## config.mk

```make
export PLATFORM = sky130hd
export DESIGN_NAME = utf8_decoder_with_substitution
export DESIGN_NICKNAME = d
export VERILOG_FILES = /design/src/sv/utfd_pkg.sv /design/src/sv/utfd_front.sv /design/src/sv/utfd_queue.sv /design/src/sv/utfd_back.sv /design/src/sv/utf8_decoder_with_substitution.sv
export VERILOG_INCLUDE_DIRS = /design/src /design/src/sv
export SDC_FILE = /design/constraint.sdc
export NUM_CORES = 1
export LEC_CHECK = 0
export BUFFER_PORTS_ARGS = -buffer_cell sky130_fd_sc_hd__buf_4
export CAP_MARGIN = 20
export CORE_ASPECT_RATIO = 0.7
export CORE_MARGIN = 5
export CORE_UTILIZATION = 50
export CTS_CLUSTER_DIAMETER = 150
export CTS_CLUSTER_SIZE = 10
export DETAILED_ROUTE_END_ITERATION = 6
export PLACE_DENSITY_LB_ADDON = 0.25
export SLEW_MARGIN = 20
export SYNTH_ARGS = -nofsm -noshare
export SYNTH_HDL_FRONTEND = slang
export SYNTH_HIERARCHICAL = 1
export SYNTH_SLANG_ARGS = --single-unit
```

## constraint.sdc

```tcl
create_clock -name clk -period 9.55 [get_ports clk]
set_clock_uncertainty 0.15 [all_clocks]
set_input_delay 1.91 -clock clk [delete_from_list [all_inputs] [get_ports clk]]
set_output_delay 1.91 -clock clk [all_outputs]
set_load 0.05 [all_outputs]
```

## src/sv/utf8_decoder_with_substitution_assert.svh

```systemverilog
// ----------------------------------------------------------------------------
// utf8 decoder assertion macros
// shared property wrappers, clocked on clk and disabled while rst_n is low
// ----------------------------------------------------------------------------
`ifndef UTF8_DECODER_WITH_SUBSTITUTION_ASSERT_SVH
`define UTF8_DECODER_WITH_SUBSTITUTION_ASSERT_SVH

// same-cycle implication
`define UTFD_ASSERT_NOW(lbl, ante, cons, msg) \
  lbl: assert property (@(posedge clk) disable iff (!rst_n) (ante) |-> (cons)) \
    else $error(msg);

// next-cycle implication
`define UTFD_ASSERT_NEXT(lbl, ante, cons, msg) \
  lbl: assert property (@(posedge clk) disable iff (!rst_n) (ante) |=> (cons)) \
    else $error(msg);

`endif

```

## src/sv/utfd_pkg.sv

```systemverilog
// ----------------------------------------------------------------------------
// utfd_pkg
// shared types and constants of the utf8 decoder
// ----------------------------------------------------------------------------
`default_nettype none

package utfd_pkg;

  localparam int unsigned QUEUE_DEPTH = 4;

  localparam logic OP_DATA  = 1'b0;
  localparam logic OP_FLUSH = 1'b1;

  localparam logic [2:0] SEQ_NONE = 3'd0;
  localparam logic [2:0] SEQ_LEN1 = 3'd1;
  localparam logic [2:0] SEQ_LEN2 = 3'd2;
  localparam logic [2:0] SEQ_LEN3 = 3'd3;
  localparam logic [2:0] SEQ_LEN4 = 3'd4;

  localparam logic [7:0]  QMARK       = 8'h3F;
  localparam logic [7:0]  MINUS_ASCII = 8'h2D;
  localparam logic [20:0] CP_MIN3     = 21'h000800;
  localparam logic [20:0] CP_MIN4     = 21'h010000;
  localparam logic [20:0] CP_MAX      = 21'h10FFFF;
  localparam logic [20:0] CP_SURR_LO  = 21'h00D800;
  localparam logic [20:0] CP_SURR_HI  = 21'h00DFFF;
  localparam logic [20:0] CP_MINUS    = 21'h002212;
  localparam logic [20:0] CP_FW_LO    = 21'h00FF01;
  localparam logic [20:0] CP_FW_HI    = 21'h00FF5E;
  localparam logic [20:0] CP_FW_OFS   = 21'h00FEE0;

  // one queued job: some substitute results, then optionally one character
  typedef struct packed {
    logic [2:0]  q_cnt;
    logic        tail_vld;
    logic [20:0] cp;
    logic [31:0] bytes;
    logic [2:0]  byte_cnt;
    logic [2:0]  used;
  } job_t;

endpackage

`default_nettype wire

```

## src/sv/utfd_front.sv

```systemverilog
// ----------------------------------------------------------------------------
// utfd_front
// holds the pending sequence, classifies each byte and builds result jobs
// ----------------------------------------------------------------------------
`default_nettype none

module utfd_front (
  input  wire logic           clk,
  input  wire logic           rst_n,
  input  wire logic           acc,
  input  wire logic           opcode,
  input  wire logic [7:0]     data_byte,
  output utfd_pkg::job_t      job,
  output logic                job_push
);

  logic [7:0]  lead_r, lead_nxt;
  logic [2:0]  len_r, len_nxt;
  logic [1:0]  hc_r, hc_nxt;
  logic [11:0] hp_r, hp_nxt;

  logic [20:0] cp;
  logic [31:0] seq_bytes;
  logic        bad;
  logic        arabic;
  logic        do_start;
  logic [2:0]  lead_len;

  // assembled code point and raw bytes, valid when this byte completes a sequence
  always_comb begin
    case (len_r)
      utfd_pkg::SEQ_LEN2: begin
        cp        = {10'd0, lead_r[4:0], data_byte[5:0]};
        seq_bytes = {16'd0, data_byte, lead_r};
      end
      utfd_pkg::SEQ_LEN3: begin
        cp        = {5'd0, lead_r[3:0], hp_r[5:0], data_byte[5:0]};
        seq_bytes = {8'd0, data_byte, 2'b10, hp_r[5:0], lead_r};
      end
      default: begin
        cp        = {lead_r[2:0], hp_r, data_byte[5:0]};
        seq_bytes = {data_byte, 2'b10, hp_r[5:0], 2'b10, hp_r[11:6], lead_r};
      end
    endcase
    bad = ((len_r == utfd_pkg::SEQ_LEN3) &&
           ((cp < utfd_pkg::CP_MIN3) ||
            ((cp >= utfd_pkg::CP_SURR_LO) && (cp <= utfd_pkg::CP_SURR_HI)))) ||
          ((len_r == utfd_pkg::SEQ_LEN4) &&
           ((cp < utfd_pkg::CP_MIN4) || (cp > utfd_pkg::CP_MAX)));
    arabic = cp inside {[21'h0600:21'h06FF], [21'h0750:21'h077F], [21'h08A0:21'h08FF],
                        [21'hFB50:21'hFDFF], [21'hFE70:21'hFEFF]};
  end

  always_comb begin
    if (!data_byte[7]) begin
      lead_len = utfd_pkg::SEQ_LEN1;
    end else if (data_byte inside {[8'hC2:8'hDF]}) begin
      lead_len = utfd_pkg::SEQ_LEN2;
    end else if (data_byte inside {[8'hE0:8'hEF]}) begin
      lead_len = utfd_pkg::SEQ_LEN3;
    end else if (data_byte inside {[8'hF0:8'hF4]}) begin
      lead_len = utfd_pkg::SEQ_LEN4;
    end else begin
      lead_len = utfd_pkg::SEQ_NONE;
    end
  end

  always_comb begin
    job.q_cnt    = 3'd0;
    job.tail_vld = 1'b0;
    job.cp       = {13'd0, utfd_pkg::QMARK};
    job.bytes    = {24'd0, utfd_pkg::QMARK};
    job.byte_cnt = utfd_pkg::SEQ_LEN1;
    job.used     = utfd_pkg::SEQ_LEN1;
    lead_nxt     = lead_r;
    len_nxt      = len_r;
    hc_nxt       = hc_r;
    hp_nxt       = hp_r;
    do_start     = 1'b0;

    if (opcode == utfd_pkg::OP_FLUSH) begin
      if (len_r != utfd_pkg::SEQ_NONE) begin
        job.q_cnt = 3'd1 + {1'b0, hc_r};
        len_nxt   = utfd_pkg::SEQ_NONE;
        hc_nxt    = 2'd0;
        hp_nxt    = 12'd0;
        lead_nxt  = 8'd0;
      end
    end else if (len_r == utfd_pkg::SEQ_NONE) begin
      do_start = 1'b1;
    end else if (data_byte[7:6] != 2'b10) begin
      // broken sequence: flush what is held, then restart on this byte
      job.q_cnt = 3'd1 + {1'b0, hc_r};
      len_nxt   = utfd_pkg::SEQ_NONE;
      hc_nxt    = 2'd0;
      hp_nxt    = 12'd0;
      lead_nxt  = 8'd0;
      do_start  = 1'b1;
    end else if (({1'b0, hc_r} + 3'd2) < len_r) begin
      hp_nxt = {hp_r[5:0], data_byte[5:0]};
      hc_nxt = hc_r + 2'd1;
    end else begin
      len_nxt  = utfd_pkg::SEQ_NONE;
      hc_nxt   = 2'd0;
      hp_nxt   = 12'd0;
      lead_nxt = 8'd0;
      if (bad) begin
        job.q_cnt = 3'd2 + {1'b0, hc_r};
      end else begin
        job.tail_vld = 1'b1;
        job.used     = len_r;
        if (cp == utfd_pkg::CP_MINUS) begin
          job.cp    = {13'd0, utfd_pkg::MINUS_ASCII};
          job.bytes = {24'd0, utfd_pkg::MINUS_ASCII};
        end else if ((cp >= utfd_pkg::CP_FW_LO) && (cp <= utfd_pkg::CP_FW_HI)) begin
          job.cp    = cp - utfd_pkg::CP_FW_OFS;
          job.bytes = {24'd0, job.cp[7:0]};
        end else if (!arabic) begin
          job.cp       = cp;
          job.bytes    = seq_bytes;
          job.byte_cnt = len_r;
        end
      end
    end

    if (do_start) begin
      if (lead_len == utfd_pkg::SEQ_LEN1) begin
        job.tail_vld = 1'b1;
        job.cp       = {13'd0, data_byte};
        job.bytes    = {24'd0, data_byte};
      end else if (lead_len == utfd_pkg::SEQ_NONE) begin
        job.q_cnt = job.q_cnt + 3'd1;
      end else begin
        lead_nxt = data_byte;
        len_nxt  = lead_len;
        hc_nxt   = 2'd0;
        hp_nxt   = 12'd0;
      end
    end

    job_push = acc && ((job.q_cnt != 3'd0) || job.tail_vld);
  end

  always_ff @(posedge clk) begin
    if (!rst_n) begin
      lead_r <= 8'd0;
      len_r  <= utfd_pkg::SEQ_NONE;
      hc_r   <= 2'd0;
      hp_r   <= 12'd0;
    end else if (acc) begin
      lead_r <= lead_nxt;
      len_r  <= len_nxt;
      hc_r   <= hc_nxt;
      hp_r   <= hp_nxt;
    end
  end

endmodule

`default_nettype wire

```

## src/sv/utfd_queue.sv

```systemverilog
// ----------------------------------------------------------------------------
// utfd_queue
// small job queue between the classifier and the result sequencer
// ----------------------------------------------------------------------------
`default_nettype none

module utfd_queue #(
  parameter int unsigned DEPTH = utfd_pkg::QUEUE_DEPTH
) (
  input  wire logic           clk,
  input  wire logic           rst_n,
  input  wire logic           push,
  input  utfd_pkg::job_t      wr_job,
  input  wire logic           pop,
  output utfd_pkg::job_t      rd_job,
  output logic                full,
  output logic                nonempty
);

  localparam int unsigned PW = (DEPTH > 1) ? $clog2(DEPTH) : 1;
  localparam int unsigned CW = $clog2(DEPTH + 1);
  localparam logic [PW-1:0] LAST_IDX = PW'(DEPTH - 1);
  localparam logic [CW-1:0] FULL_CNT = CW'(DEPTH);

  utfd_pkg::job_t slots_r [DEPTH];
  logic [PW-1:0]  wp_r, rp_r;
  logic [CW-1:0]  cnt_r, cnt_nxt;

  assign full     = (cnt_r == FULL_CNT);
  assign nonempty = (cnt_r != '0);
  assign rd_job   = slots_r[rp_r];

  always_comb begin
    cnt_nxt = cnt_r;
    if (push && !pop) begin
      cnt_nxt = cnt_r + 1'b1;
    end else if (pop && !push) begin
      cnt_nxt = cnt_r - 1'b1;
    end
  end

  always_ff @(posedge clk) begin
    if (!rst_n) begin
      wp_r  <= '0;
      rp_r  <= '0;
      cnt_r <= '0;
    end else begin
      cnt_r <= cnt_nxt;
      if (push) begin
        wp_r <= (wp_r == LAST_IDX) ? '0 : wp_r + 1'b1;
      end
      if (pop) begin
        rp_r <= (rp_r == LAST_IDX) ? '0 : rp_r + 1'b1;
      end
    end
  end

  always_ff @(posedge clk) begin
    if (push) begin
      slots_r[wp_r] <= wr_job;
    end
  end

endmodule

`default_nettype wire

```

## src/sv/utfd_back.sv

```systemverilog
// ----------------------------------------------------------------------------
// utfd_back
// expands jobs into result beats in the output register, one per popped cycle
// ----------------------------------------------------------------------------
`default_nettype none

module utfd_back (
  input  wire logic           clk,
  input  wire logic           rst_n,
  input  utfd_pkg::job_t      head_job,
  input  wire logic           head_vld,
  output logic                head_pop,
  output logic                out_empty,
  input  wire logic           out_pop,
  output logic [20:0]         out_code_point,
  output logic [31:0]         out_utf8_bytes,
  output logic [2:0]          out_byte_count,
  output logic [2:0]          out_consumed,
  output logic                out_last_of_run
);

  utfd_pkg::job_t job_r, job_nxt;
  logic           vld_r, vld_nxt;
  logic [2:0]     rem_r, rem_nxt;
  logic           is_last;
  logic           take;

  assign is_last = (rem_r == 3'd0) || ((rem_r == 3'd1) && !job_r.tail_vld);
  assign take    = !vld_r || (out_pop && is_last);

  always_comb begin
    out_empty       = !vld_r;
    out_last_of_run = is_last;
    if (rem_r != 3'd0) begin
      out_code_point = {13'd0, utfd_pkg::QMARK};
      out_utf8_bytes = {24'd0, utfd_pkg::QMARK};
      out_byte_count = utfd_pkg::SEQ_LEN1;
      out_consumed   = utfd_pkg::SEQ_LEN1;
    end else begin
      out_code_point = job_r.cp;
      out_utf8_bytes = job_r.bytes;
      out_byte_count = job_r.byte_cnt;
      out_consumed   = job_r.used;
    end
  end

  always_comb begin
    job_nxt  = job_r;
    vld_nxt  = vld_r;
    rem_nxt  = rem_r;
    head_pop = 1'b0;
    if (take) begin
      // job done or idle: load the next job straight from the queue head
      head_pop = head_vld;
      vld_nxt  = head_vld;
      job_nxt  = head_job;
      rem_nxt  = head_job.q_cnt;
    end else if (out_pop) begin
      rem_nxt = rem_r - 3'd1;
    end
  end

  always_ff @(posedge clk) begin
    if (!rst_n) begin
      vld_r <= 1'b0;
      rem_r <= 3'd0;
    end else begin
      vld_r <= vld_nxt;
      rem_r <= rem_nxt;
    end
  end

  always_ff @(posedge clk) begin
    job_r <= job_nxt;
  end

`include "utf8_decoder_with_substitution_assert.svh"

  `UTFD_ASSERT_NOW(a_tail_present, vld_r && (rem_r == 3'd0), job_r.tail_vld, "job without results")
  `UTFD_ASSERT_NOW(a_rem_bound, vld_r, rem_r <= 3'd4, "too many substitutes in one job")
  `UTFD_ASSERT_NEXT(a_run_continues, vld_r && out_pop && !is_last, vld_r, "run cut short")
  `UTFD_ASSERT_NEXT(a_idle_loads, !vld_r && head_vld, vld_r, "queued job not picked up")

endmodule

`default_nettype wire

```

## src/sv/utf8_decoder_with_substitution.sv

```systemverilog
// ----------------------------------------------------------------------------
// utf8_decoder_with_substitution
// streaming utf8 decoder, one result per character, '?' for bad sequences
// ----------------------------------------------------------------------------
//  channel   ports                              handshake
//  input     in_opcode, in_data_byte            in_push / in_full
//  result    out_code_point .. out_last_of_run  out_pop / out_empty
//
//  one byte is taken per cycle while the job queue has room
//  a byte's results are queued, then loaded into the output register
//  the result sequencer gives one beat per popped cycle; a failed sequence
//  gives up to four beats, so error bursts fill the queue and raise in_full
//  synchronous active-low reset clears the pending sequence and the queue
// ----------------------------------------------------------------------------
`default_nettype none

module utf8_decoder_with_substitution #(
  parameter int unsigned QUEUE_DEPTH = utfd_pkg::QUEUE_DEPTH
) (
  input  wire logic        clk,
  input  wire logic        rst_n,
  input  wire logic        in_push,
  output logic             in_full,
  input  wire logic        in_opcode,
  input  wire logic [7:0]  in_data_byte,
  output logic             out_empty,
  input  wire logic        out_pop,
  output logic [20:0]      out_code_point,
  output logic [31:0]      out_utf8_bytes,
  output logic [2:0]       out_byte_count,
  output logic [2:0]       out_consumed,
  output logic             out_last_of_run
);

  utfd_pkg::job_t new_job, head_job;
  logic           acc;
  logic           job_push;
  logic           head_vld;
  logic           head_pop;

  assign acc = in_push && !in_full;

  utfd_front u_front (
    .clk       (clk),
    .rst_n     (rst_n),
    .acc       (acc),
    .opcode    (in_opcode),
    .data_byte (in_data_byte),
    .job       (new_job),
    .job_push  (job_push)
  );

  utfd_queue #(
    .DEPTH (QUEUE_DEPTH)
  ) u_queue (
    .clk      (clk),
    .rst_n    (rst_n),
    .push     (job_push),
    .wr_job   (new_job),
    .pop      (head_pop),
    .rd_job   (head_job),
    .full     (in_full),
    .nonempty (head_vld)
  );

  utfd_back u_back (
    .clk             (clk),
    .rst_n           (rst_n),
    .head_job        (head_job),
    .head_vld        (head_vld),
    .head_pop        (head_pop),
    .out_empty       (out_empty),
    .out_pop         (out_pop),
    .out_code_point  (out_code_point),
    .out_utf8_bytes  (out_utf8_bytes),
    .out_byte_count  (out_byte_count),
    .out_consumed    (out_consumed),
    .out_last_of_run (out_last_of_run)
  );

endmodule

`default_nettype wire

```

---- After elaboration in Yosys (flattened, before gate mapping) ----
Memory sizes are Yosys's and may differ from the RTL's. A register that Yosys moved wholly into a read port is not among the register bits.
Index checks and enable logic that the tools add are counted.
word-level totals
  input bits .............................. 13
  RAM bits ................................ 252
  flip-flop bits (word level) ............. 96
  output and inout bits ................... 62
  memories ................................ 1
memories
  name             words  bits a word  rd ports  clocked after memory_dff  write ports  line              text
  u_queue.slots_r  4      63           1         1                         1            utfd_queue.sv:25  utfd_pkg::job_t slots_r [DEPTH];
operators by class
  reduce and logical (&&, ||, !) cells .... 39
  order comparisons ....................... 24
  muxes and demuxes ....................... 74
  $add $sub $neg .......................... 10
  equal/unequal tests ..................... 10
operators by type and width
  operator                number
  $mux W60                3
  $mux W63                2
  $mux W53                2
  $mux W12                8
  $ge A21 B16 Y1 const B  4
  $le A21 B16 Y1 const B  4
  $mux W3                 26
  $mux W8                 8
  $pmux W32 S2            1
  $mux W57                1
  $mux W56                1
  $mux W54                1
  $ge A21 B11 Y1 const B  2
  $le A21 B11 Y1 const B  2
  $pmux W21 S2            1
  $mux W32                1
  $ge A8 B8 Y1 const B    3
  $le A8 B8 Y1 const B    3
  $mux W2                 12
  $eq A21 B14 Y1 const B  1
  $ge A21 B12 Y1 const B  1
  $gt A21 B21 Y1 const B  1
  $le A21 B12 Y1 const B  1
  $lt A21 B12 Y1 const B  1
  other kinds (22)        67

---- Logic depth before layout (Yosys ltp) ----
  depth in word-level cells ............... 24
  mapped depth ............................ 20

---- Hierarchy ----
The synthesis kept the hierarchy.
by module, submodules not included
  module                          area each (sq um)  instances  seq. area each (sq um)  cells an instance
  utfd_queue                      9621.7             1          7747.4                  373
  utfd_front                      3106.7             1          500.5                   447
  utfd_back                       2484.9             1          1881.8                  156
  utf8_decoder_with_substitution  13.8               1          0.0                     1

---- Worst setup path after synthesis ----
Ideal clock, no wire load.
  path type ............................... input port to flip-flop
  start point ............................. input port in_data_byte[1]
  end point ............................... memory u_queue/slots_r[0][0] (netlist name), enable pin
  required time ........................... 8.973 ns
  arrival time ............................ 5.990 ns
  slack ................................... 2.982 ns
  cell stages on the path ................. 13
  library setup time ...................... 0.427 ns
  path buffers ............................ 1
  path through ............................ clkbuf_1 -> and3_1 -> nand3_1 -> nor4_1 -> nand4_1 -> a211oi_1 -> o21ai_0 -> a211oi_1 -> ha_1 -> nand3_1 -> xnor2_1 -> o41a_1 -> and2_1
RTL lines
  item             line                                  text
  start, declared  utf8_decoder_with_substitution.sv:25  input wire logic [7:0] in_data_byte,
  end, declared    utfd_queue.sv:25

==> impl_metrics.csv <==
group,metric,value,unit
critical_path,r2r-start,"u_front/len_r[2]",
hold_path,min-delay-path-class,"reg -> reg",
detailed_routing,vias_per_cell,5.79,
global_routing,grt_max_degree,64,
global_routing,grt_pass1_vias,8619,
clock_tree,ctsResizeCount,0,
synth,synth_top_area_share,61.5,%
global_routing,grt_overflow,0,
detailed_routing,initialDrtViolationCount,693,
critical_path,path_class,"in -> reg",
cells_and_area,nets,1082,
synth,synth.ff_latch_count,350,
critical_path,crit_path_max_fanout,36,
synth,synth.avg_cell_area,15.6,µm²
die,die_x,219,µm
synth,synthFlopType,"edfxtp_1",
timing,fmax,0.150,GHz
detailed_routing,ant_nets,0,
placed_design,io_buffers,74,
die,num_rows,53,
clock_tree,h-tree-depth,2,
outcome,status,"completed",
critical_path,critPathCaptureType,"flip-flop",
cells_and_area,drive_above_1_share,21.5,%
die,coreArea,30000,µm²
timing,worst_pin_slew,0.967,ns
critical_path,rr_worst_depth,13,
clock_tree,holdBufCountCts,0,
synth,synth_area_leader_cell,"edfxtp_1",
die,start_util,50.7,%
clock_tree,cts_sinks,350,
synth,async_flop_share,0,%
critical_path,critPathLaunchType,"input pin",
synth,seq_area_frac_synth,66.5,%
timing,finalSetupTns,0,ns
power_and_ir_drop,power-per-cell-area,285,nW/µm²
synth,synthTopCellsByArea,"edfxtp_1 (62%), mux4_2 (8.9%), dfxtp_1 (5.0%), and2_1 (2.3%), ha_1 (1.6%)",
critical_path,critPathRequiredTime,9.55,ns
synth,syn_inst,977,
timing,period_needed,6.67,ns
power_and_ir_drop,ir_drop,0.191,mV
cells_and_area,final_common_cell,"edfxtp_1",
detailed_routing,wirelength,33.2,mm
detailed_routing,num_vias,8636,
synth,synth_cell_types,82,
timing,hold_viol,0,
clock_tree,clk_path_buf_depth,3,
timing,rsz0062_at_grt,"no",
die,dieHeight,156,µm
synth,yosysWarnings,6,
critical_path,timing.rr.end,"u_queue/slots_r[1][24]",
critical_path,crit_end,"u_queue/slots_r[1][24]",
synth,synth_edf_count,312,
cells_and_area,nFillCells,2383,
clock_tree,cts_buffers,40,
detailed_routing,dr.pass1.iters,5,
detailed_routing,wire_per_inst,22.3,µm
cells_and_area,final_cell_mix,"edfxtp_1 (312), buf_4 (89), mux4_2 (60)",
critical_path,crit_arrival,6.67,ns
cells_and_area,final_util,57.2,%
cells_and_area,antenna_cells,0,
clock_tree,post-cts-setup-buffer-count,0,
timing,setup_viol,0,
die,die_area,34100,µm²
synth,synth_area,15200,µm²
placed_design,place.gp.congestion,0.991,
timing,period_share,69.8,%
detailed_routing,drc,0,
power_and_ir_drop,p_leak,0.00578,µW
global_routing,grt_usage,19.8,%
global_routing,grt_pass1_wl,52.0,mm
global_routing,antenna_found_initial,0,
placed_design,dpl.hpwl,21.5,mm
die,io_pins,75,
flow_run,maxCapViolCount,0,
clock_tree,clk-insertion-delay-late,0.53,ns
critical_path,r2r_slack,2.93,ns
clock_tree,cts_tree,"built",
clock_tree,cts.clk_slew.worst_paths,0.06,ns
cells_and_area,synthToLayoutAreaGrowth,12.9,%
timing,slew_headroom,35.5,%
critical_path,crit_start,"in_data_byte[2]",
clock_tree,cts_root_buf,"clkbuf_16",
timing,drv_slew,0,
metal layers:
metal / wire length, µm / GRT usage [%]
met1: 16200 / 31.5
met5: 0 / 0
met4: 493 / 4.33
met3: 2450 / 4.64
met2: 14100 / 28.1
metrics by stage:
| stage | total power, µW | instances | instance area [µm²] | hold slack [ns] | worst slack (ns) |
|---|---|---|---|---|---|
| 5_1_grt | 5140 | 1491 | 17200 | 0.401 | 2.63 |
| 4_1_cts | 4970 | 1491 | 17200 | 0.368 | 2.94 |
| 2_1_floorplan | 3220 | 979 | 15200 | 0.317 | 2.98 |
| 3_5_place_dp | 3610 | 1419 | 16000 | 0.357 | 2.41 |
| 6_report | 4890 | 1491 | 17200 | 0.370 | 2.88 |
| 3_3_place_gp | 3590 | 1419 | 16000 | 0.339 | 2.61 |
layout make-up:
type | instances | area, µm² | share of cell area (%)
multi-input cells | 543 | 4630 | 26.9
flip-flops and latches | 350 | 10100 | 59.0
repair buffers | 89 | 668 | 3.89
inverters | 25 | 93.8 | 0.546
clock buffers | 72 | 1140 | 6.65
well taps | 412 | 515 | 3.00
how the worst min path moves through the flow:
stage / from / end / slack (ns) / cells after the start
2_1_floorplan: u_queue/cnt_r[2] / u_queue/cnt_r[2] / 0.32 / 2
3_3_place_gp: u_front/lead_r[7] / u_front/lead_r[7] / 0.34 / 2
3_5_place_dp: u_queue/cnt_r[2] / u_queue/cnt_r[2] / 0.36 / 2
4_1_cts: u_queue/cnt_r[2] / u_queue/cnt_r[2] / 0.37 / 2
5_1_grt: u_front/lead_r[7] / u_front/lead_r[7] / 0.40 / 2
6_report: u_queue/cnt_r[2] / u_queue/cnt_r[2] / 0.37 / 2
flip-flops by register name (all words and copies together), names as in the netlist, named ones only:
name,flops
u_queue/slots_r,252
u_back/job_r,60
u_front/hp_r,12
u_front/lead_r,8
u_back/rem_r,3
u_front/len_r,3
u_queue/cnt_r,3
u_front/hc_r,2
u_queue/rp_r,2
u_queue/wp_r,2
u_back/vld_r,1
critical path, stage by stage:
cell	delay, ns
buf_4	0.17
and3_1	0.28
nand3_1	0.15
nor4_1	0.47
nand4_1	0.19
a211oi_1	0.47
o21ai_0	0.22
a211oi_1	0.32
ha_1	0.20
nand3_1	0.08
xnor2_1	0.39
o41a_1	0.36
and2_2	0.82
buf_4	0.60
cell families after synthesis:
logic type / after synthesis / share of synthesized area (%)
compound gates: 132 / 6.29
xor+xnor: 6 / 0.345
fa+ha+maj: 20 / 1.69
buf+inv: 86 / 3.20
flops: 350 / 66.5
mux: 80 / 10.6
other cells: 1 / 0.0246
simple gates: 302 / 11.3
power breakdown:
part	total, µW	switching [µW]	internal (µW)
registers	2020	87.1	1940
logic	1530	993	532
clock network	1340	543	800
total	4890	1620	3270
Yosys cell counts (7+ instances only):
cell      instances
a21oi_1          25
a21oi_2           8
a22oi_1          21
a31oi_1           8
and2_1           56
buf_2            12
clkbuf_1         32
dfxtp_1          38
edfxtp_1        312
ha_1             19
inv_1            23
mux2i_1          15
mux4_2           60
nand2_1          44
nand2b_1         23
nand3_1          18
nand4_1           8
nor2_1           45
nor2b_1          33
nor3_1           16
nor4_1            7
o21ai_0          18
Power figures use the tool's default switching activity.
